`config.mk`:
```
export PLATFORM = sky130hd
export DESIGN_NAME = terminal_escape_key_decoder
export DESIGN_NICKNAME = d
export VERILOG_FILES = /design/src/rtl/tekd_pkg.sv /design/src/rtl/tekd_parser.sv /design/src/rtl/terminal_escape_key_decoder.sv
export SDC_FILE = /design/constraint.sdc
export NUM_CORES = 1
export LEC_CHECK = 0
export BUFFER_PORTS_ARGS = -buffer_cell sky130_fd_sc_hd__buf_2
export CAP_MARGIN = 20
export CORE_MARGIN = 2
export CORE_UTILIZATION = 60
export CTS_CLUSTER_DIAMETER = 30
export CTS_CLUSTER_SIZE = 25
export DETAILED_ROUTE_END_ITERATION = 7
export PLACE_DENSITY = 0.94
export SLEW_MARGIN = 0
export SYNTH_ARGS = -nofsm -noshare
export SYNTH_HDL_FRONTEND = slang
export SYNTH_SLANG_ARGS = --single-unit
```
`constraint.sdc`:
```
create_clock -name i_clk -period 6.06 [get_ports i_clk]
set_input_delay 0.909 -clock i_clk [delete_from_list [all_inputs] [get_ports i_clk]]
set_output_delay 0.909 -clock i_clk [all_outputs]
set_load 0.01 [all_outputs]
```
`src/rtl/tekd_pkg.sv`:
```
// Shared types and constants for the terminal escape key decoder.
`timescale 1ns / 1ps
`default_nettype none

package tekd_pkg;

    // Byte codes recognized by the parser
    localparam logic [7:0] C_ESC       = 8'h1B;
    localparam logic [7:0] C_LBRACKET  = 8'h5B;
    localparam logic [7:0] C_SEMICOLON = 8'h3B;
    localparam logic [7:0] C_TILDE     = 8'h7E;
    localparam logic [7:0] C_CTRL_TOP  = 8'h20;
    localparam logic [7:0] C_LF        = 8'h0A;
    localparam logic [7:0] C_DIGIT_1   = 8'h31;
    localparam logic [7:0] C_DIGIT_2   = 8'h32;
    localparam logic [7:0] C_DIGIT_3   = 8'h33;
    localparam logic [7:0] C_DIGIT_5   = 8'h35;
    localparam logic [7:0] C_DIGIT_6   = 8'h36;
    localparam logic [7:0] C_UPPER_A   = 8'h41;
    localparam logic [7:0] C_UPPER_B   = 8'h42;
    localparam logic [7:0] C_UPPER_C   = 8'h43;
    localparam logic [7:0] C_UPPER_D   = 8'h44;
    localparam logic [7:0] C_UPPER_F   = 8'h46;
    localparam logic [7:0] C_UPPER_H   = 8'h48;
    localparam logic [7:0] C_LOWER_A   = 8'h61;
    localparam logic [7:0] C_LOWER_Z   = 8'h7A;

    // Key codes produced
    localparam logic [7:0] K_ESC   = 8'h1B;
    localparam logic [7:0] K_LEFT  = 8'd28;
    localparam logic [7:0] K_RIGHT = 8'd29;
    localparam logic [7:0] K_UP    = 8'd30;
    localparam logic [7:0] K_DOWN  = 8'd31;
    localparam logic [7:0] K_INS   = 8'd5;
    localparam logic [7:0] K_DEL   = 8'd5;
    localparam logic [7:0] K_PRIOR = 8'd11;
    localparam logic [7:0] K_NEXT  = 8'd12;
    localparam logic [7:0] K_HOME  = 8'd1;
    localparam logic [7:0] K_END   = 8'd127;

    // Modifier mask bits
    localparam logic [3:0] M_NONE    = 4'h0;
    localparam logic [3:0] M_SHIFT   = 4'h1;
    localparam logic [3:0] M_CONTROL = 4'h2;
    localparam logic [3:0] M_COMMAND = 4'h8;

    // Parser states
    typedef enum logic [3:0] {
        S_IDLE = 4'd0,
        S_ESC  = 4'd1,
        S_CSI  = 4'd2,
        S_C1   = 4'd3,
        S_C1S  = 4'd4,
        S_C1S2 = 4'd5,
        S_C2   = 4'd6,
        S_C3   = 4'd7,
        S_C5   = 4'd8,
        S_C6   = 4'd9
    } t_parse_state;

    // One decoded key event
    typedef struct packed {
        logic       valid;
        logic [7:0] key_code;
        logic [3:0] modifiers;
    } t_key_event;

    // Control modifier for keys in the control range
    function automatic logic [3:0] plain_mods(input logic [7:0] key);
        plain_mods = (key < C_CTRL_TOP) ? M_CONTROL : M_NONE;
    endfunction

    // Arrow key for a final letter, zero when not an arrow
    function automatic logic [7:0] arrow_of(input logic [7:0] c);
        case (c)
            C_UPPER_A: arrow_of = K_UP;
            C_UPPER_B: arrow_of = K_DOWN;
            C_UPPER_C: arrow_of = K_RIGHT;
            C_UPPER_D: arrow_of = K_LEFT;
            default:   arrow_of = 8'd0;
        endcase
    endfunction

endpackage

`default_nettype wire

```
`src/rtl/tekd_parser.sv`:
```
// Escape sequence parser: state register and per-byte decode logic.
`timescale 1ns / 1ps
`default_nettype none

module tekd_parser
    import tekd_pkg::*;
(
    input  wire        i_clk,
    input  wire        i_rst_n,
    input  wire        i_step,
    input  wire  [7:0] i_byte,
    output t_key_event o_event
);

    t_parse_state r_state;
    t_parse_state n_state;
    logic [7:0]   w_arrow;

    // State register, advanced once per processed byte
    always_ff @(posedge i_clk) begin
        if (!i_rst_n) begin
            r_state <= S_IDLE;
        end else if (i_step) begin
            r_state <= n_state;
        end
    end

    assign w_arrow = arrow_of(i_byte);

    // Next state and key event for the current byte
    always_comb begin
        n_state             = S_IDLE;
        o_event.valid       = 1'b0;
        o_event.key_code    = i_byte;
        o_event.modifiers   = M_NONE;
        case (r_state)
            S_ESC: begin
                if (i_byte == C_LBRACKET) begin
                    n_state = S_CSI;
                end else if (i_byte inside {[C_LOWER_A:C_LOWER_Z]}) begin
                    o_event.valid     = 1'b1;
                    o_event.modifiers = M_COMMAND;
                end else begin
                    // lone escape, this byte is dropped
                    o_event.valid     = 1'b1;
                    o_event.key_code  = K_ESC;
                    o_event.modifiers = plain_mods(K_ESC);
                end
            end
            S_CSI: begin
                case (i_byte)
                    C_DIGIT_1: n_state = S_C1;
                    C_DIGIT_2: n_state = S_C2;
                    C_DIGIT_3: n_state = S_C3;
                    C_DIGIT_5: n_state = S_C5;
                    C_DIGIT_6: n_state = S_C6;
                    C_UPPER_F: begin
                        o_event.valid     = 1'b1;
                        o_event.key_code  = K_END;
                        o_event.modifiers = plain_mods(K_END);
                    end
                    C_UPPER_H: begin
                        o_event.valid     = 1'b1;
                        o_event.key_code  = K_HOME;
                        o_event.modifiers = plain_mods(K_HOME);
                    end
                    default: begin
                        if (w_arrow != 8'd0) begin
                            o_event.valid     = 1'b1;
                            o_event.key_code  = w_arrow;
                            o_event.modifiers = plain_mods(w_arrow);
                        end
                    end
                endcase
            end
            S_C1: begin
                if (i_byte == C_SEMICOLON) begin
                    n_state = S_C1S;
                end
            end
            S_C1S: begin
                if (i_byte == C_DIGIT_2) begin
                    n_state = S_C1S2;
                end
            end
            S_C1S2: begin
                // shifted arrow
                if (w_arrow != 8'd0) begin
                    o_event.valid     = 1'b1;
                    o_event.key_code  = w_arrow;
                    o_event.modifiers = M_SHIFT;
                end
            end
            S_C2, S_C3, S_C5, S_C6: begin
                // key picked from the state held before the tilde
                if (i_byte == C_TILDE) begin
                    o_event.valid = 1'b1;
                    case (r_state)
                        S_C2:    o_event.key_code = K_INS;
                        S_C3:    o_event.key_code = K_DEL;
                        S_C5:    o_event.key_code = K_PRIOR;
                        default: o_event.key_code = K_NEXT;
                    endcase
                    o_event.modifiers = plain_mods(o_event.key_code);
                end
            end
            default: begin
                // idle, and any unused code behaves as idle
                if (i_byte == C_ESC) begin
                    n_state = S_ESC;
                end else if (i_byte != C_LF) begin
                    o_event.valid     = 1'b1;
                    o_event.modifiers = plain_mods(i_byte);
                end
            end
        endcase
    end

endmodule

`default_nettype wire

```
`src/rtl/terminal_escape_key_decoder.sv`:
```
// Top level: input register, escape parser and registered key output.
//
// Usage:
//   Slave stream (i_s_axis_*) takes one received terminal byte per transfer.
//   Master stream (o_m_axis_*) delivers decoded key events: key code and a
//   modifier mask (bit0 shift, bit1 control, bit3 command).
//   A byte that completes a key gives one output transfer; bytes that only
//   advance an escape sequence, and line feeds, give none.
// Path: a byte taken into the input register is decoded by the parser, and its
//   key event is captured in the output register once the output slot is
//   free; the master side presents the event from that register.
// Throughput: one byte per cycle while the receiver takes each output, limited
//   by the single parse-state register that each byte updates.
// Reset: synchronous, active low; both stages empty, parser back to idle.
// Stall: while the receiver holds tready low the output register keeps its
//   event, one more byte waits in the input register, and then tready on
//   the slave side drops until the output is taken.
`timescale 1ns / 1ps
`default_nettype none

module terminal_escape_key_decoder
    import tekd_pkg::*;
(
    input  wire         i_clk,
    input  wire         i_rst_n,
    input  wire         i_s_axis_tvalid,
    output logic        o_s_axis_tready,
    input  wire  [7:0]  i_s_axis_tdata,   // [7:0] rx_byte
    output logic        o_m_axis_tvalid,
    input  wire         i_m_axis_tready,
    output logic [15:0] o_m_axis_tdata    // [7:0] key_code, [11:8] modifiers, [15:12] zero
);

    logic       r_in_valid;
    logic [7:0] r_in_byte;
    logic       r_out_valid;
    logic [7:0] r_out_key;
    logic [3:0] r_out_mods;

    logic       w_out_free;
    logic       w_step;
    t_key_event w_event;

    // Handshake: decode the held byte whenever the output slot can take it
    assign w_out_free      = !r_out_valid || i_m_axis_tready;
    assign w_step          = r_in_valid && w_out_free;
    assign o_s_axis_tready = !r_in_valid || w_step;

    // Input register
    always_ff @(posedge i_clk) begin
        if (!i_rst_n) begin
            r_in_valid <= 1'b0;
        end else if (o_s_axis_tready) begin
            r_in_valid <= i_s_axis_tvalid;
        end
    end

    always_ff @(posedge i_clk) begin
        if (o_s_axis_tready && i_s_axis_tvalid) begin
            r_in_byte <= i_s_axis_tdata;
        end
    end

    tekd_parser u_parser (
        .i_clk   (i_clk),
        .i_rst_n (i_rst_n),
        .i_step  (w_step),
        .i_byte  (r_in_byte),
        .o_event (w_event)
    );

    // Output register
    always_ff @(posedge i_clk) begin
        if (!i_rst_n) begin
            r_out_valid <= 1'b0;
        end else if (w_out_free) begin
            r_out_valid <= w_step && w_event.valid;
        end
    end

    always_ff @(posedge i_clk) begin
        if (w_step && w_event.valid) begin
            r_out_key  <= w_event.key_code;
            r_out_mods <= w_event.modifiers;
        end
    end

    assign o_m_axis_tvalid = r_out_valid;
    assign o_m_axis_tdata  = {4'b0000, r_out_mods, r_out_key};

endmodule

`default_nettype wire

```
# Yosys cells after proc, flatten, opt, wreduce, memory -nomap -nowiden

Index checks and enable logic that the tools add are counted.

Magnitude comparators: 5
Muxes and demuxes: 27
Equality and inequality tests: 25
Reduce and logical (&&, ||, !) cells: 14

Operator list:

| cell                                                                                 | number |
|---|---|
| 8-bit by 7-bit == test with 1-bit output (second input constant)                     | 8 |
| 4-bit one-hot mux with 5 select lines                                                | 3 |
| 13-bit two-way mux                                                                   | 4 |
| 8-bit by 6-bit == test with 1-bit output (second input constant)                     | 6 |
| 13-bit one-hot mux with 3 select lines                                               | 1 |
| 8-bit one-hot mux with 4 select lines                                                | 1 |
| 8-bit two-way mux                                                                    | 3 |
| 5-bit one-hot mux with 4 select lines                                                | 1 |
| 4-bit by 3-bit == test with 1-bit output (second input constant)                     | 4 |
| 8-bit by 6-bit < comparator with 1-bit output (second input constant)                | 2 |
| 4-bit two-way mux                                                                    | 3 |
| 5-bit OR reduction                                                                   | 2 |
| 4-bit by 2-bit == test with 1-bit output (second input constant)                     | 2 |
| 4-bit == test (second input constant)                                                | 2 |
| 8-bit by 5-bit == test with 1-bit output (second input constant)                     | 1 |
| 8-bit by 7-bit greater-or-equal comparator with 1-bit output (second input constant) | 1 |
| 8-bit by 7-bit less-or-equal comparator with 1-bit output (second input constant)    | 1 |
| 2-bit two-way mux                                                                    | 4 |
| 8-bit by 4-bit != test with 1-bit output (second input constant)                     | 1 |
| 4-bit one-hot mux with 2 select lines                                                | 1 |
| 8-bit nonzero test                                                                   | 1 |
| 5-bit by 6-bit < comparator with 1-bit output (second input constant)                | 1 |
| 3-bit two-way mux                                                                    | 2 |
| 1-bit one-hot mux with 5 select lines                                                | 1 |
| 7 further kinds                                                                      | 15 |

Bits in registers: 26
Output and inout bits: 18
Logic and storage cells: 77

# Longest topological paths before layout

Gate-level depths: netlist (run 1).

Word-level depth: 10
Depth in mapped cells: 8
Gate-level depth less buffers: 6

# By module

Synthesis (run 1) repeated with hierarchy kept, for this count alone.

Cells, all modules: 222
Area total of the unflattened synthesis: 1986.9 µm²

Modules (own cells, without submodules):

| module                      | area each (µm²) | cells each | times used |
|---|---|---|---|
| tekd_parser                 | 1239.9          | 184        | 1 |
| terminal_escape_key_decoder | 747.0           | 38         | 1 |

# Least setup slack after synthesis (run 1)

Ideal clock, no wire load.

Path type: register to register
Start: register r_in_byte[4]
End: register r_out_key[0], enable pin
Slack: 3.307 ns
Arrival: 2.360 ns
Required time: 5.667 ns
Cell stages (with the launch flop): 6
Clock period less this slack: 2.753 ns
Path through: edfxtp_1 buf_6 or4b_4 o41ai_1 nor3_1 nor3_1

Cells in the longest elaborated chain, start to end: 7

RTL lines:

| element                                   | RTL line                             | RTL |
|---|---|---|
| from (decl)                               | terminal_escape_key_decoder.sv:35    | `logic [7:0] r_in_byte;` |
| from (signal assigned)                    | terminal_escape_key_decoder.sv:60    | `r_in_byte <= i_s_axis_tdata;` |
| 8-bit by 7-bit == test with 1-bit output  | tekd_pkg.sv:75                       | `case (c)` |
| 5-bit one-hot mux with 4 select lines     | tekd_pkg.sv:75                       |  |
| 8-bit nonzero test                        | tekd_parser.sv:68, tekd_parser.sv:88 |  |
| 13-bit two-way mux                        | tekd_parser.sv:68                    | `if (w_arrow != 8'd0) begin` |
| 13-bit one-hot mux with 3 select lines    | tekd_parser.sv:51                    | `case (i_byte)` |
| 1-bit one-hot mux with 5 select lines (*) | tekd_parser.sv:36                    | `case (r_state)` |
| 1-bit logical AND (*)                     | terminal_escape_key_decoder.sv:82    | `if (w_step && w_event.valid) begin` |
| to (signal assigned)                      | terminal_escape_key_decoder.sv:83    | `r_out_key <= w_event.key_code;` |
| to (decl)                                 | terminal_escape_key_decoder.sv:37    | `logic [7:0] r_out_key;` |

Mark *: on every way between the ends. The rest lies on a longest branch, timed or not.
A chain may end at the register's enable or synchronous reset.

# Worst setup path in the final report (run 1)

Start: register u_parser.r_state[2]
End: register r_out_key[6], enable pin

Cells in the longest elaborated chain, start to end: 4

RTL lines:

| element                                                                | RTL line                          | RTL |
|---|---|---|
| from (decl)                                                            | tekd_parser.sv:15                 | `t_parse_state r_state;` |
| from (signal assigned)                                                 | tekd_parser.sv:24                 | `r_state <= n_state;` |
| 4-bit by 3-bit == test with 1-bit output, or another cell as far along | tekd_parser.sv:36                 |  |
| 4-bit OR reduction or 2-bit OR reduction (tied branches)               | n/a                               |  |
| 1-bit one-hot mux with 5 select lines (*)                              | tekd_parser.sv:36                 |  |
| 1-bit logical AND (*)                                                  | terminal_escape_key_decoder.sv:82 |  |

Marked as above.

==> impl_metrics.yaml, run 1 <==
sta:
  relSlewSlack_pct: 54.82
  timing.final.max_slew_violations: 0
  hold_viol_final: 0
  min_period_ns: 2.910
  finalSetupViolations: 0
  tightest_slew_ns: 0.6777
  whs_ns: 0.5279
  layout_setup_ws_ns: 3.150
  period_share_pct: 48.03
  rsz0062_at_grt: "no"
  fmax_ghz: 0.3436
  setup_tns_ns: 0
  skew_ns: 0.008667
synthesis:
  synth_common_cells: "nor2_1 (23), edfxtp_1 (19), nand2_1 (16), o21ai_0 (12), a21oi_1 (11)"
  synth_seq_cells: 25
  syn_area_sq_um: 1818
  synth_xor_xnor_area_share_pct: 1.445
  ys_seq_area_share_pct: 37.99
  ys_types: 63
  muxShareOfSynthArea_pct: 0.5506
  syn_avg_cell_area_sq_um: 8.783
  synth_compound_gate_area_share_pct: 22.92
  ys_warn_count: 0
  synth_top_area_share_pct: 31.38
  synthCells: 207
  synth.most_common_cell: "nor2_1"
  synth_top_family_by_area: "simple AND/OR/NAND/NOR gates"
  yosys.area_share.adder_pct: 0
  synthTopCellsByArea: "edfxtp_1 (31%), dfxtp_1 (6.6%), nor2_1 (4.7%), o21ai_0 (3.3%), nand2_1 (3.3%)"
  async_flop_share_pct: 0
  synthSimpleGateAreaFrac_pct: 29.94
  synth-edff-count: 19
  ys.flop_type: "edfxtp_1"
  yosys.area.top_type: "edfxtp_1"
grt:
  grt_pass1_wl_um: 6879
  grt_use_total_pct: 26.97
  grt_pass1_vias: 1490
  grt_max_degree: 21
  overflow: 0
  antenna_found_initial: 0
floorplanning:
  fp-row-count: 19
  fp.coreArea_sq_um: 2829
  die_w_um: 59.05
  start_util_pct: 64.26
  die_area_sq_um: 3486
  die_y_um: 59.05
  num_io_pins: 30
routing:
  ant_nets: 0
  vias: 1689
  post_drt_wl_per_cell_um: 16.94
  drc: 0
  vias_per_cell: 6.702
  finalWirelength_um: 4268
  initialDrtViolationCount: 112
  firstDrtPassIters: 5
clock_network:
  cts_buffer_depth: 2
  cts_resized: 0
  clkTransAtPathRegs_ns: 0.14
  cts.htree.levels: 1
  cts-root-buf: "clkbuf_4"
  hold_buffers: 0
  tritoncts: "done"
  cts_setup_buffers: 0
  numCtsBuffers: 3
  clock_latency_ns: 0.33
  clock_sinks: 25
cells_and_area:
  fillCellCount: 228
  antennaDiodeCount: 0
  instances_no_fill: 252
  layout-drive-gt1-share_pct: 17.65
  post-route-cell-area_sq_um: 1914
  nNetsFinal: 234
  area_growth_pct: 5.300
setup_path:
  crit_top_cell: "nor3_1"
  cpPeakStageDelay_ns: 0.65
  arrival_ns: 2.96
  startpoint_type: "register"
  cp_slowest_cell: "dfxtp_1"
  reg2reg_depth: 6
  cp.depth: 6
  crit_type: "reg2reg"
  crit_buf_inv: 1
  critPathTopFamily: "simple AND/OR/NAND/NOR gates"
  end_kind: "register"
  crit_start: "u_parser.r_state[2]$_SDFFE_PN0P_"
  path_cells: "nor2b_1, nand3b_1, o41ai_1, nor3_1, nor3_1, buf_4"
  required_ns: 6.11
  reg2reg_from: "u_parser.r_state[2]$_SDFFE_PN0P_"
  cp_max_fo: 17
power_and_ir_drop:
  p_leak_nw: 0.6886
  peakVddDrop_v: 0.0001230
  p_per_area_nw_per_um2: 183.2
placed_design:
  post-place-ws_ns: 3.355
  place_hpwl_um: 3102
  dpl.cell_count: 248
  dpl_cell_area_sq_um: 1888
  numPortBuffers: 24
  gp_congestion: 0.9871
status:
  status: "finished, final reports clean"
hold_path:
  holdCritPathClass: "reg2reg"
  worstHoldStart: "r_in_valid$_SDFFE_PN0N_"
  hold_depth: 2
job:
  max_cap_viol_count: 0
-- report_power, final --
| part | leakage, nW | internal (mW) | total [mW] | switching (mW) |
|---|---|---|---|---|
| Clock | 0.0150 | 0.0259 | 0.0770 | 0.0511 |
| Combinational | 0.442 | 0.0266 | 0.0633 | 0.0367 |
| Sequential | 0.231 | 0.195 | 0.210 | 0.0151 |
| Total | 0.689 | 0.248 | 0.351 | 0.103 |
-- worst min-delay path, delay by kind of cell, from the launching register on --
| family | cells | cell delay (ns) |
|---|---|---|
| simple gates | 1 | 0.07 |
| compound gates | 1 | 0.06 |
| flops | 1 | 0.37 |
-- cell usage in the layout, fill, tap and decap left out, types with 4 or more instances in the layout --
cell | netlist | layout
nor3_1 | 8 | 8
buf_2 | 5 | 24
nand2_1 | 16 | 16
edfxtp_1 | 19 | 19
dfxtp_1 | 6 | 6
inv_1 | 4 | 4
nand2b_1 | 6 | 6
nand3_1 | 6 | 6
nor2b_1 | 7 | 7
o31ai_1 | 4 | 4
conb_1 | 1 | 5
o21ai_0 | 12 | 12
nor2_1 | 23 | 23
a21oi_1 | 11 | 11
or3_1 | 4 | 4
-- metal layers --
metal / up-vias / track usage, % / routed length [um]
li1: 805 / - / -
met1: 731 / 32.39 / 1635
met2: 126 / 43.33 / 2001
met3: 27 / 5.240 / 428
met4: 0 / 18.83 / 204
met5: - / 0 / 0
-- area by class of cell --
type	count	area, sq um	area share, %
Inverter	4	15.01	0.7843
Tap cell	31	38.79	2.026
Multi-Input combinational cell	163	1016	53.07
Sequential cell	25	690.7	36.08
Clock buffer	4	26.28	1.373
Timing Repair Buffer	25	127.6	6.667
-- path summary, 6_finish.rpt --
check | end | slack [ns]
max | r_out_key[6]$_DFFE_PP_ | 3.15
min | o_m_axis_tvalid$_SDFFE_PN0P_ | 0.53
max reg2reg | r_out_key[6]$_DFFE_PP_ | 3.15
min reg2reg | o_m_axis_tvalid$_SDFFE_PN0P_ | 0.53
-- registers in the layout, summed over array words and instances (netlist names) --
signal	cells
r_out_key	8
r_in_byte	8
r_out_mods	3
o_m_axis_tvalid	1
r_in_valid	1
u_parser.r_state	4
-- logic make-up (layout without fill, tap and decap cells) --
family | Yosys count | after routing
simple gates | 96 | 96
compound gates | 58 | 58
flops | 25 | 25
buf+inv | 23 | 33
xor+xnor | 3 | 3
other cells | 1 | 5
mux | 1 | 1
-- through the flow --
stage	utilization, %	total power [mW]
6_report	67.67	0.3507
5_1_grt	67.67	0.3636
4_1_cts	67.67	0.3491
3_5_place_dp	66.74	0.2751
3_3_place_gp	66.74	0.2742
2_1_floorplan	-	0.2589
Note: power is estimated with default switching activity, not from simulation.
==> run 2: changes to the inputs <==
Settings changed: CORE_UTILIZATION 60 to 56, PLACE_DENSITY 0.94 to 0.89.
Clock period 6.06 ns to 2.7 ns, I/O delays scaled along.
==> impl_metrics.yaml, run 2 (synthesized netlist as in run 1, its figures left out) <==
routing:
  drc: 0
  vias: 1760
  vias_per_cell: 6.331
  ant_nets: 0
  finalWirelength_um: 4640
  firstDrtPassIters: 6
  initialDrtViolationCount: 114
  post_drt_wl_per_cell_um: 16.69
floorplanning:
  fp-row-count: 20
  num_io_pins: 30
  fp.coreArea_sq_um: 3078
  start_util_pct: 59.07
  die_area_sq_um: 3718
  die_w_um: 60.98
  die_y_um: 60.98
sta:
  whs_ns: 0.2315
  min_period_ns: 2.476
  rsz0062_at_grt: "no"
  fmax_ghz: 0.4039
  setup_tns_ns: 0
  hold_viol_final: 0
  period_share_pct: 91.70
  relSlewSlack_pct: 64.76
  tightest_slew_ns: 0.5286
  timing.final.max_slew_violations: 0
  finalSetupViolations: 0
  skew_ns: 0.006189
power_and_ir_drop:
  clkPwrFrac_pct: 22.1
  power.total_uw: 804.7
  p_int_uw: 564.5
  swShare_pct: 29.84
  p_switching_uw: 240.1
  sequentialPowerShare_pct: 57.6
  peakVddDrop_v: 0.0003160
  p_leak_nw: 0.7559
  power_frac_comb_pct: 20.3
  p_per_area_nw_per_um2: 395.8
grt:
  met2_usage_pct: 41.63
  busiest_layer: "met2"
  grt_max_degree: 18
  use_met1_pct: 34.14
  grt_use_met3_pct: 2.985
  grt_use_total_pct: 26.07
  antenna_found_initial: 0
  grt_pass1_wl_um: 6934
  overflow: 0
  grt_pass1_vias: 1476
clock_network:
  cts-root-buf: "clkbuf_4"
  cts_resized: 0
  clock_latency_ns: 0.34
  clkTransAtPathRegs_ns: 0.14
  cts.htree.levels: 1
  clock_sinks: 25
  cts_buffer_depth: 2
  numCtsBuffers: 3
  cts_setup_buffers: 0
  tritoncts: "done"
  hold_buffers: 0
setup_path:
  cp_max_fo: 17
  arrival_ns: 2.53
  required_ns: 2.76
  cpPeakStageDelay_ns: 0.71
  path_cells: "nor2b_1, nand4_1, nor2_1, a2111oi_0, nor3_1, nor3_2, buf_4"
  end_kind: "register"
  crit_type: "reg2reg"
  cp_slowest_cell: "edfxtp_1"
  startpoint_type: "register"
cells_and_area:
  nNetsFinal: 247
  final_common_cell: "buf_2"
  area_growth_pct: 11.84
  layout-drive-gt1-share_pct: 22.65
  antennaDiodeCount: 0
  reg.largest.list: "r_in_byte: 8 flops, r_out_key: 8 flops, u_parser.r_state: 4 flops"
  most-common-layout-cells: "buf_2 (24), nor2_1 (23), edfxtp_1 (19), nand2_1 (16), buf_4 (14)"
placed_design:
  gp_congestion: 0.9169
  place_hpwl_um: 3465
  numPortBuffers: 24
hold_path:
  holdCritPathClass: "in2reg"
status:
  status: "finished, final reports clean"
job:
  max_cap_viol_count: 0
==> run 2: cell types whose count changed in the layout (fill, tap and decap cells not counted), sizes merged <==
cell	previous run	this run
buf	25	38
==> run 2: critical path: cells and delay by family (launching register included) <==
| family | cells | cell delay, ns |
|---|---|---|
| AO/OA/AOI/OAI | 1 | 0.45 |
| AND/OR/NAND/NOR | 5 | 0.83 |
| flip-flops | 1 | 0.71 |
| buffers and inverters | 1 | 0.22 |
==> run 2: power by group through the flow <==
stage          clock, mW  sequential, mW  combinational, mW
6_report           0.178           0.463              0.163
5_1_grt            0.187           0.467              0.178
4_1_cts            0.181           0.462              0.160
3_5_place_dp           0           0.471              0.159
3_3_place_gp           0           0.469              0.158
2_1_floorplan          0           0.463              0.118
==> run 2: cell type report <==
cell class                      instances  area, sq um
Fill cell                             259         1045
Multi-Input combinational cell        163         1021
Sequential cell                        25        690.7
Timing Repair Buffer                   38        225.2
Tap cell                               44        55.05
Clock buffer                            4        26.28
Inverter                                4        15.01
==> run 2: through the flow <==
stage               std cells  area [sq um]  worst slack (ns)  util [%]
floorplan                 211          1838            0.2641         -
CTS                       278          2033            0.2821     66.06
detailed placement        274          2007            0.3063     65.20
finish                    278          2033            0.2242     66.06
global route              278          2033           0.06352     66.06
global placement          274          2007            0.3604     65.20
==> run 2: final timing paths <==
check / to / from / cells after the start / slack [ns]
max: r_out_key[6]$_DFFE_PP_ / r_in_byte[2]$_DFFE_PP_ / 7 / 0.22
min reg2reg: o_m_axis_tvalid$_SDFFE_PN0P_ / r_in_valid$_SDFFE_PN0N_ / 2 / 0.53
max reg2reg: r_out_key[6]$_DFFE_PP_ / r_in_byte[2]$_DFFE_PP_ / 7 / 0.22
min: r_in_byte[1]$_DFFE_PP_ / i_s_axis_tdata[1] / 1 / 0.23
==> run 2: per-layer routing <==
metal	vias up	wire [um]
met4	0	213
met5	-	0
met3	28	396
met2	126	2170
met1	779	1859
li1	827	-
